[config.mk]
export PLATFORM = sky130hd
export DESIGN_NAME = otsu_mul
export DESIGN_NICKNAME = d
export VERILOG_FILES = /design/src/rtl/otsu_pkg.sv /design/src/rtl/otsu_mul.sv
export SDC_FILE = /design/constraint.sdc
export NUM_CORES = 1
export LEC_CHECK = 0
export BUFFER_PORTS_ARGS = -buffer_cell sky130_fd_sc_hd__buf_2
export CORE_ASPECT_RATIO = 0.7
export CORE_MARGIN = 10
export CORE_UTILIZATION = 25
export DETAILED_ROUTE_END_ITERATION = 8
export MAX_ROUTING_LAYER = met4
export PLACE_DENSITY = 0.49
export RECOVER_POWER = 25
export SYNTH_ARGS = -nofsm -noshare
export SYNTH_HDL_FRONTEND = slang
export SYNTH_SLANG_ARGS = --single-unit
[constraint.sdc]
create_clock -name clk -period 11.7 [get_ports clk]
set_input_delay 2.34 -clock clk [delete_from_list [all_inputs] [get_ports clk]]
set_output_delay 2.34 -clock clk [all_outputs]
set_load 0.02 [all_outputs]
[src/rtl/otsu_pkg.sv]
`timescale 1ns / 1ps
package otsu_pkg;

    localparam int COUNT_WIDTH = 23;
    localparam int LEVELS      = 256;
    localparam int LVL_W       = 8;
    localparam int SUM_W       = COUNT_WIDTH + LVL_W;     // sum of levels
    localparam int DIFF_W      = SUM_W + COUNT_WIDTH;     // S*W0, N*M0
    localparam int NUM_W       = 2 * DIFF_W;              // squared difference
    localparam int DEN_W       = 2 * COUNT_WIDTH;         // W0*(N-W0)
    localparam int MA_W        = NUM_W;
    localparam int MB_W        = DIFF_W;
    localparam int MP_W        = MA_W + MB_W;
    localparam int LEN_W       = $clog2(MB_W + 1);

    localparam logic [COUNT_WIDTH-1:0] COUNT_MAX = {COUNT_WIDTH{1'b1}};
    localparam logic [LVL_W-1:0]       PIX_HI    = LVL_W'(255);
    localparam logic [LVL_W-1:0]       PIX_LO    = '0;
    localparam logic [LVL_W-1:0]       LVL_LAST  = LVL_W'(LEVELS - 1);

    localparam logic OP_ADD     = 1'b0;
    localparam logic OP_BIN     = 1'b1;
    localparam logic KIND_PIXEL = 1'b0;
    localparam logic KIND_THR   = 1'b1;

    typedef struct packed {
        logic             start;
        logic [LEN_W-1:0] len;
    } mul_cmd_t;

endpackage

[src/rtl/otsu_mul.sv]
`timescale 1ns / 1ps
// Shift-add multiplier, one multiplier bit per cycle.
module otsu_mul import otsu_pkg::*;
(
    input  logic            clk,
    input  logic            rst_n,
    input  mul_cmd_t        cmd,
    input  logic [MA_W-1:0] a,
    input  logic [MB_W-1:0] b,
    output logic            done,
    output logic [MP_W-1:0] prod
);

    logic             busy_reg;
    logic             done_reg;
    logic [LEN_W-1:0] cnt_reg;
    logic [MP_W-1:0]  a_reg;
    logic [MB_W-1:0]  b_reg;
    logic [MP_W-1:0]  acc_reg;

    always_ff @(posedge clk or negedge rst_n)
    begin
        if (!rst_n)
        begin
            busy_reg <= 1'b0;
            done_reg <= 1'b0;
            cnt_reg  <= '0;
        end
        else
        begin
            done_reg <= 1'b0;
            if (cmd.start)
            begin
                busy_reg <= 1'b1;
                cnt_reg  <= cmd.len;
            end
            else if (busy_reg)
            begin
                cnt_reg <= cnt_reg - LEN_W'(1);
                if (cnt_reg == LEN_W'(1))
                begin
                    busy_reg <= 1'b0;
                    done_reg <= 1'b1;
                end
            end
        end
    end

    always_ff @(posedge clk)
    begin
        if (cmd.start)
        begin
            a_reg   <= MP_W'(a);
            b_reg   <= b;
            acc_reg <= '0;
        end
        else if (busy_reg)
        begin
            if (b_reg[0])
            begin
                acc_reg <= acc_reg + a_reg;
            end
            a_reg <= a_reg << 1;
            b_reg <= b_reg >> 1;
        end
    end

    assign done = done_reg;
    assign prod = acc_reg;

endmodule

==> results of run 1 <==
[final cells by class]
class                           count  area share
Tap cell                         1336      0.0560
Antenna cell                       10    0.000838
Multi-Input combinational cell   2364       0.511
Sequential cell                   386       0.315
Clock buffer                       63      0.0434
Timing Repair Buffer              346      0.0581
Clock inverter                     23     0.00897
Inverter                           52     0.00679
[cell usage in the layout (no fill, tap or decap), types with 16 or more instances in the layout]
| cell type | Yosys | final |
|---|---|---|
| a211oi_1 | 17 | 17 |
| a21o_1 | 74 | 74 |
| a21oi_1 | 363 | 363 |
| a31oi_1 | 16 | 16 |
| buf_2 | 3 | 315 |
| clkbuf_1 | 162 | 29 |
| clkbuf_16 | 0 | 46 |
| dfxtp_1 | 216 | 216 |
| edfxtp_1 | 162 | 162 |
| ha_1 | 163 | 163 |
| inv_1 | 52 | 51 |
| mux2_2 | 159 | 159 |
| mux2i_1 | 54 | 54 |
| nand2_1 | 418 | 416 |
| nand2b_1 | 16 | 16 |
| nand3_1 | 31 | 31 |
| nand4_1 | 103 | 103 |
| nor2_1 | 248 | 247 |
| nor2b_1 | 19 | 19 |
| nor3_1 | 41 | 41 |
| o21a_1 | 33 | 33 |
| o21ai_0 | 214 | 214 |
| o21ai_1 | 22 | 22 |
| o21bai_1 | 45 | 45 |
| xnor2_1 | 81 | 81 |
| xor2_1 | 70 | 70 |
[final timing paths]
check / from / endpoint / slack (ps) / cells after the start
max in group asynchronous: rst_n / busy_reg / 9580 / 1
min reg2reg: prod[15] / prod[15] / 470 / 2
max reg2reg: prod[0] / prod[126] / 6200 / 16
max: cmd[6] / a_reg[105] / 3630 / 3
min: prod[15] / prod[15] / 470 / 2
min in group asynchronous: rst_n / cnt_reg[2] / 1700 / 1
[critical path: cells and delay by family]
family / cells / cell delay, ps
buffers and inverters: 2 / 5490
multiplexers: 1 / 500
[metal layers]
metal / up-vias / wire length [um] / global-route usage
met5: - / 0 / -
met2: 811 / 40700 / 0.236
met1: 11400 / 51700 / 0.256
li1: 11300 / - / -
met4: 0 / 1830 / 0.0352
met3: 96 / 7990 / 0.0404
[Yosys cell counts (all sizes together) (8+ instances only)]
| master | count |
|---|---|
| nand2b | 16 |
| a31oi | 16 |
| nor4 | 15 |
| o21ai | 236 |
| inv | 52 |
| a21oi | 364 |
| a211oi | 18 |
| a22o | 9 |
| o31a | 8 |
| nand3 | 31 |
| nor2 | 248 |
| o31ai | 14 |
| edfxtp | 162 |
| a21boi | 12 |
| mux2 | 159 |
| buf | 12 |
| and2 | 8 |
| xor2 | 70 |
| nand4 | 103 |
| mux2i | 54 |
| xnor2 | 81 |
| ha | 163 |
| dfrtp | 8 |
| or2 | 11 |
| a21o | 74 |
| o21a | 33 |
| dfxtp | 216 |
| clkbuf | 165 |
| nor3 | 41 |
| nor2b | 19 |
| o21bai | 45 |
| or3 | 14 |
| nand2 | 418 |
| o211ai | 12 |
[report_power, final]
part / leakage [uW] / switching [uW] / total (uW) / internal [uW]
clock network: 0.000755 / 640 / 1530 / 887
registers: 0.00357 / 163 / 1780 / 1620
logic: 0.00800 / 1640 / 2450 / 815
total: 0.0123 / 2440 / 5760 / 3320
[metrics by stage]
stage | power, uW | area [um2] | setup slack [ps] | util
5_1_grt | 6090 | 29900 | 3050 | 0.297
3_5_place_dp | 4210 | 28300 | 6540 | 0.281
2_1_floorplan | 3370 | 25500 | 4950 | -
3_3_place_gp | 4220 | 28300 | 6580 | 0.281
4_1_cts | 5770 | 29900 | 6460 | 0.297
6_report | 5760 | 29900 | 3630 | 0.297
[cell families (layout without fill, tap and decap cells)]
group,count (synthesis),count (layout),share of synthesized area
AO/OA/AOI/OAI,889,889,0.209
XOR/XNOR,151,151,0.0518
adder cells (fa/ha/maj),164,164,0.0807
buffers and inverters,229,484,0.0340
flip-flops,386,386,0.368
multiplexers,213,213,0.0914
other,0,10,0
AND/OR/NAND/NOR,947,947,0.165
==> results_dict.tcl, run 1 <==
set metrics [dict create \
    grt_pass1_wl_mm 150 \
    skew_ps 40.9 \
    fin_setup_tns_ps 0 \
    synth_area_leaders "edfxtp_1, dfxtp_1, ha_1, a21oi_1, mux2_2" \
    routabilityCongestion 0.937 \
    cts.sinks 386 \
    clk_path_buf_depth 3 \
    grt_use_total 0.173 \
    dieArea_mm2 0.115 \
    violations "max-capacitance violations, max-slew violations" \
    final-setup-viol-count 0 \
    final_antenna_net_count 0 \
    cts-resized-gates 0 \
    yosys_register_bits 386 \
    initial_utilization 0.254 \
    cpMostUsedCell "clkbuf_1" \
    synth_nets 3314 \
    clk_pin_slew_ps 60 \
    synth-edff-count 162 \
    synth.cell_area_mm2 0.0255 \
    cp-end-kind "flip-flop" \
    syn_area_per_cell_um2 8.56 \
    drt_wl_total_mm 102 \
    rows 97 \
    slowest_delay_ps 2880 \
    ys_seq_area_frac 0.368 \
    hold_buffers 0 \
    place_hpwl_mm 80.4 \
    cts_setup_buffers 0 \
    via_per_inst 5.15 \
    clk_latency_ps 630 \
    stdcell_count 4580 \
    maxSlewHeadroom -1.77 \
    drive_gt1_frac 0.183 \
    maxCapViolCount 3 \
    cp_max_fo 82 \
    yosys_warnings 0 \
    seqCellArea_mm2 0.00939 \
    synth_top_cell_by_area "edfxtp_1" \
    vias 23600 \
    multi_input_area_mm2 0.0153 \
    antenna_found_initial 13 \
    rsz0062_at_grt "false" \
    cts-root-buf "clkbuf_16" \
    peakVddDrop_v 0.000120 \
    hold_violations 0 \
    dp_cells 4484 \
    fmax_mhz 124 \
    grt_max_degree 93 \
    drt_iter0_markers 2194 \
    leakage_uw 0.0123 \
    route.detailed.drc 0 \
    overflow 0 \
    layout_min_cycle_time_ps 8070 \
    cp.required_ps 12040 \
    worst_path_max_delay_cell "clkbuf_1" \
    async_flop_share 0.0207 \
    fp.dieH_um 287 \
    post-route-period-util 0.689 \
    synth_top_area_share 0.191 \
    dr.pass1.iters 6 \
    maxSlewViolCount 218 \
    synthCells 2979 \
    path_cells "clkbuf_1 -> clkbuf_1 -> mux2_2" \
    tightest_slew_ps 4160 \
    wl_per_cell_um 22.3 \
    syn_to_final_growth_pct 17.1 \
    numCtsBuffers 46 \
    die_w_um 402 \
    core_area_mm2 0.101 \
    first_global_vias 22200 \
    p_per_area_mw_per_mm2 193 \
    io_pins 334 \
    worstPathArrival_ps 8400 \
    holdCritPathClass "flip-flop to flip-flop" \
    cp-start-kind "input pin" \
    crit_type "input pin to flip-flop" \
    layout.nets 3531 \
    n_fill_cell 10800 \
    timing.hold.ws_ps 469 \
    cts_tree "done" \
    status "finished, violations left" \
    htreeDepth 2 \
    ys.flop_type "dfxtp_1" \
    portBuffers 333 \
    ys_types 75 \
]
Power figures use the tool's default switching activity.
==> run 2, diff against run 1 <==
--- a/config.mk
+++ b/config.mk
@@ -11,7 +11,7 @@
 export CORE_UTILIZATION = 25
 export DETAILED_ROUTE_END_ITERATION = 8
 export MAX_ROUTING_LAYER = met4
-export PLACE_DENSITY = 0.49
+export PLACE_DENSITY = 0.5
 export RECOVER_POWER = 25
 export SYNTH_ARGS = -nofsm -noshare
 export SYNTH_HDL_FRONTEND = slang
==> constraint.sdc (replaced) <==
create_clock -name clk -period 6.6 [get_ports clk]
set_input_delay 1.32 -clock clk [delete_from_list [all_inputs] [get_ports clk]]
set_output_delay 1.32 -clock clk [all_outputs]
set_load 0.02 [all_outputs]
==> results_dict.tcl, run 2 (synthesized netlist as in run 1, its figures left out) <==
set metrics [dict create \
    status "finished, violations left" \
    violations "max-capacitance violations, max-slew violations" \
    mostFrequentLayoutCells "nand2_1, a21oi_1, buf_2" \
    n_fill_cell 10800 \
    post-route-period-util 0.808 \
    p_sw_uw 4320 \
    cp.required_ps 6820 \
    holdCritPathClass "flip-flop to flip-flop" \
    core_area_mm2 0.101 \
    clkPwrFrac 0.265 \
    numCtsBuffers 47 \
    cts_tree "done" \
    cts_setup_buffers 0 \
    path_cells "clkbuf_1 -> nor2_1 -> inv_6 -> buf_12" \
    die_w_um 402 \
    hold_violations 0 \
    reg2reg_slack_ps 1270 \
    clk_path_buf_depth 3 \
    switching_share 0.425 \
    routed-wl-met3_mm 8.92 \
    hold_buffers 0 \
    htreeDepth 2 \
    cp-start-kind "flip-flop" \
    crit_type "flip-flop to flip-flop" \
    path_buf_inv 3 \
    timing.hold.ws_ps 471 \
    leakage_uw 0.0121 \
    vias 23600 \
    grt_max_degree 165 \
    fmax_mhz 188 \
    tightest_slew_ps 4080 \
    cts-root-buf "clkbuf_16" \
    peakVddDrop_v 0.000175 \
    first_global_vias 22200 \
    place_hpwl_mm 80.2 \
    layout_min_cycle_time_ps 5330 \
    cts.sinks 386 \
    p_per_area_mw_per_mm2 342 \
    layout_commonest_cell "nand2_1" \
    cp-end-kind "flip-flop" \
    power_frac_comb 0.425 \
    slowest_delay_ps 1770 \
    portBuffers 333 \
    maxSlewHeadroom -1.72 \
    via_per_inst 5.15 \
    path_delay_family "buffers and inverters" \
    final-setup-viol-count 0 \
    dr.pass1.iters 5 \
    worstPathArrival_ps 5550 \
    final_antenna_net_count 0 \
    seq_power_share 0.309 \
    cts-resized-gates 0 \
    clk_latency_ps 610 \
    route.detailed.drc 0 \
    rows 97 \
    skew_ps 28.7 \
    intPower_uw 5860 \
    cp_max_fo 95 \
    drt_wl_total_mm 102 \
    wl_per_cell_um 22.3 \
    grt_use_total 0.173 \
    rsz0062_at_grt "false" \
    drt_iter0_markers 2469 \
    drive_gt1_frac 0.164 \
    overflow 0 \
    clk_pin_slew_ps 60 \
    met1_length_mm 51.0 \
    maxCapViolCount 4 \
    maxUsedRoutingLayer "met4" \
    initial_utilization 0.254 \
    wl_met2_mm 40.2 \
    syn_to_final_growth_pct 16.8 \
    maxSlewViolCount 300 \
    grt_pass1_wl_mm 150 \
    antenna_found_initial 17 \
    dieArea_mm2 0.115 \
    io_pins 334 \
    fin_setup_tns_ps 0 \
    fp.dieH_um 287 \
    routabilityCongestion 0.946 \
    worst_path_max_delay_cell "clkbuf_1" \
    layout.nets 3531 \
]
run 2: routing by layer:
layer  track usage  vias to the layer above
li1              -                    11300
met1         0.255                    11300
met2         0.234                      875
met3        0.0412                      104
met4        0.0360                        0
met5             -                        -
run 2: power by group through the flow:
| stage | Combinational [uW] | Sequential, uW | Clock [uW] |
|---|---|---|---|
| global route | 4700 | 3190 | 2850 |
| floorplan | 2630 | 3350 | 0 |
| CTS | 4280 | 3150 | 2770 |
| finish | 4330 | 3150 | 2700 |
| detailed placement | 4250 | 3190 | 0 |
| global placement | 4290 | 3180 | 0 |
run 2: final timing paths:
| path | cells past startpoint | start | end |
|---|---|---|---|
| setup / recovery | 4 | busy_reg | a_reg[106] |
| hold / removal | 2 | prod[83] | prod[83] |
| setup reg to reg | 4 | busy_reg | a_reg[106] |
| hold reg to reg | 2 | prod[83] | prod[83] |
| max in group asynchronous | 1 | rst_n | cnt_reg[0] |
| min in group asynchronous | 1 | rst_n | cnt_reg[4] |
run 2: cell type report:
class / count / area, um2 / share of cell area
Sequential cell: 386 / 9390 / 0.315
Tap cell: 1336 / 1670 / 0.0561
Clock buffer: 61 / 1350 / 0.0454
Multi-Input combinational cell: 2364 / 15300 / 0.513
Antenna cell: 11 / 27.5 / 0.000924
Clock inverter: 26 / 210 / 0.00705
Timing Repair Buffer: 345 / 1670 / 0.0561
Inverter: 52 / 200 / 0.00672
run 2: stage by stage:
stage / instance area, um2 / total power [uW] / setup WS (ps) / utilization / std cells
floorplan: 25500 / 5980 / 867 / - / 2979
global placement: 28300 / 7470 / 2080 / 0.282 / 4483
detailed placement: 28300 / 7440 / 1820 / 0.282 / 4483
CTS: 29900 / 10200 / 1770 / 0.297 / 4570
global route: 29800 / 10700 / 913 / 0.296 / 4580
finish: 29800 / 10200 / 1270 / 0.296 / 4581
run 2: worst min-delay path, delay by kind of cell, from the launching register on:
family,cells,cell delay (ps)
compound gates,1,50
flops,1,320
simple gates,1,60
==> run 3, diff against run 2 <==
==> constraint.sdc (replaced) <==
create_clock -name clk -period 4.7 [get_ports clk]
set_input_delay 0.94 -clock clk [delete_from_list [all_inputs] [get_ports clk]]
set_output_delay 0.94 -clock clk [all_outputs]
set_load 0.02 [all_outputs]
==> results_dict.tcl, run 3 (synthesized netlist as in run 1, its figures left out) <==
set metrics [dict create \
    status "finished, violations left" \
    violations "max-capacitance violations, max-slew violations" \
    cts_tree "done" \
    worstPathArrival_ps 4930 \
    peakVddDrop_v 0.000222 \
    htreeDepth 2 \
    path_cells "ha_1 -> nand4_1 -> nor3_2 -> nand2_1 -> o41ai_1 -> buf_4 -> o21ai_0 -> a2111oi_2 -> nor2b_1 -> o21ai_1 -> a41oi_1 -> o311ai_0" \
    routabilityCongestion 0.935 \
    slowest_delay_ps 570 \
    skew_ps 29.3 \
    leakage_uw 0.0124 \
    grt_pass1_wl_mm 151 \
    n_fill_cell 10800 \
    hold_violations 0 \
    cts-root-buf "clkbuf_16" \
    p_per_area_mw_per_mm2 478 \
    fmax_mhz 225 \
    drt_iter0_markers 2222 \
    io_pins 334 \
    core_area_mm2 0.101 \
    power_frac_comb 0.430 \
    drive_gt1_frac 0.187 \
    cts.sinks 386 \
    overflow 0 \
    grt_use_total 0.174 \
    crit_start "a_reg[11]" \
    p_sw_uw 6090 \
    clk_latency_ps 620 \
    mostFrequentLayoutCells "nand2_1, a21oi_1, buf_2" \
    crit_type "flip-flop to flip-flop" \
    fp.dieH_um 287 \
    rows 97 \
    drt_wl_total_mm 102 \
    tightest_slew_ps 3240 \
    layout.nets 3556 \
    dr.pass1.iters 8 \
    final_antenna_net_count 0 \
    post-route-period-util 0.947 \
    route.detailed.drc 0 \
    cp_max_fo 7 \
    vias 23500 \
    cp-start-kind "flip-flop" \
    totalPowerFinal_uw 14400 \
    wl_per_cell_um 22.2 \
    initial_utilization 0.254 \
    grt_max_degree 124 \
    maxSlewHeadroom -1.16 \
    holdCritPathClass "input pin to asynchronous set/reset pin" \
    layout_min_cycle_time_ps 4450 \
    timing.rr.start "a_reg[11]" \
    clkPwrFrac 0.262 \
    hold_buffers 0 \
    switching_share 0.424 \
    place_hpwl_mm 80.7 \
    maxCapViolCount 3 \
    antenna_found_initial 16 \
    worst_path_max_delay_cell "o21ai_1" \
    seq_power_share 0.308 \
    portBuffers 333 \
    die_w_um 402 \
    maxSlewViolCount 191 \
    layout_commonest_cell "nand2_1" \
    clk_pin_slew_ps 60 \
    intPower_uw 8270 \
    seqCellArea_mm2 0.00939 \
    syn_to_final_growth_pct 17.9 \
    numCtsBuffers 48 \
    via_per_inst 5.10 \
    final-setup-viol-count 0 \
    multi_input_area_mm2 0.0153 \
    dieArea_mm2 0.115 \
    cp.required_ps 5180 \
    cp-end-kind "flip-flop" \
    first_global_vias 22100 \
    fin_setup_tns_ps 0 \
    clk_path_buf_depth 3 \
    rsz0062_at_grt "false" \
]
-- run 3: cell count changes in the layout (fill, tap and decap cells not counted), sizes merged --
cell	delta
clkbuf	-48
buf	+78
clkinv	-4
diode	-4
bufinv	-1
-- run 3: area by class of cell --
cell class,count,share of cell area
antenna,7,0.000583
clock buffer,67,0.0458
clock inverter,21,0.00558
inverter,52,0.00662
multi-input combinational,2364,0.509
sequential,386,0.312
tap,1336,0.0556
timing repair buffer,369,0.0651
-- run 3: worst paths after layout --
check | to | slack (ps) | cells past startpoint
max | prod[103] | 250 | 12
min | cnt_reg[1] | 280 | 1
max reg2reg | prod[103] | 250 | 12
min reg2reg | prod[13] | 470 | 2
max in group asynchronous | cnt_reg[3] | 4080 | 1
min in group clk | prod[13] | 470 | 2
-- run 3: worst max-delay path: cells and delay by family, from the launching register on --
kind / cells / cell delay, ps
AO/OA/AOI/OAI: 6 / 2410
AND/OR/NAND/NOR: 4 / 860
adder cells (fa/ha/maj): 1 / 430
flip-flops: 1 / 410
buffers and inverters: 1 / 180
-- run 3: through the flow --
step / worst slack [ps] / util / std cells / cell area [um2] / hold slack, ps
floorplan: 219 / - / 2979 / 25500 / 476
global placement: 260 / 0.284 / 4507 / 28500 / 455
detailed placement: 120 / 0.284 / 4507 / 28500 / 463
CTS: 62.7 / 0.299 / 4595 / 30100 / 147
global route: 7.68 / 0.299 / 4602 / 30100 / 297
finish: 250 / 0.299 / 4602 / 30100 / 283
-- run 3: routing by layer --
| layer | GRT usage | part of all wire | up-vias |
|---|---|---|---|
| li1 | - | - | 11300 |
| met2 | 0.231 | 0.39 | 722 |
| met4 | 0.0360 | 0.020 | 0 |
| met3 | 0.0379 | 0.074 | 106 |
| met5 | - | 0 | - |
| met1 | 0.262 | 0.52 | 11300 |
-- run 3: what timing repair did --
action,CTS,global route
buffers inserted,0,0
setup endpoints to repair,0,13
resized for setup,0,4
-- run 3: power groups by stage --
stage	clock network [uW]	logic, uW	registers (uW)
after global placement	0	6060	4480
after CTS	3880	6060	4430
final	3770	6170	4430
after floorplan	0	3690	4700
after global routing	3990	6710	4490
after detailed placement	0	6020	4490
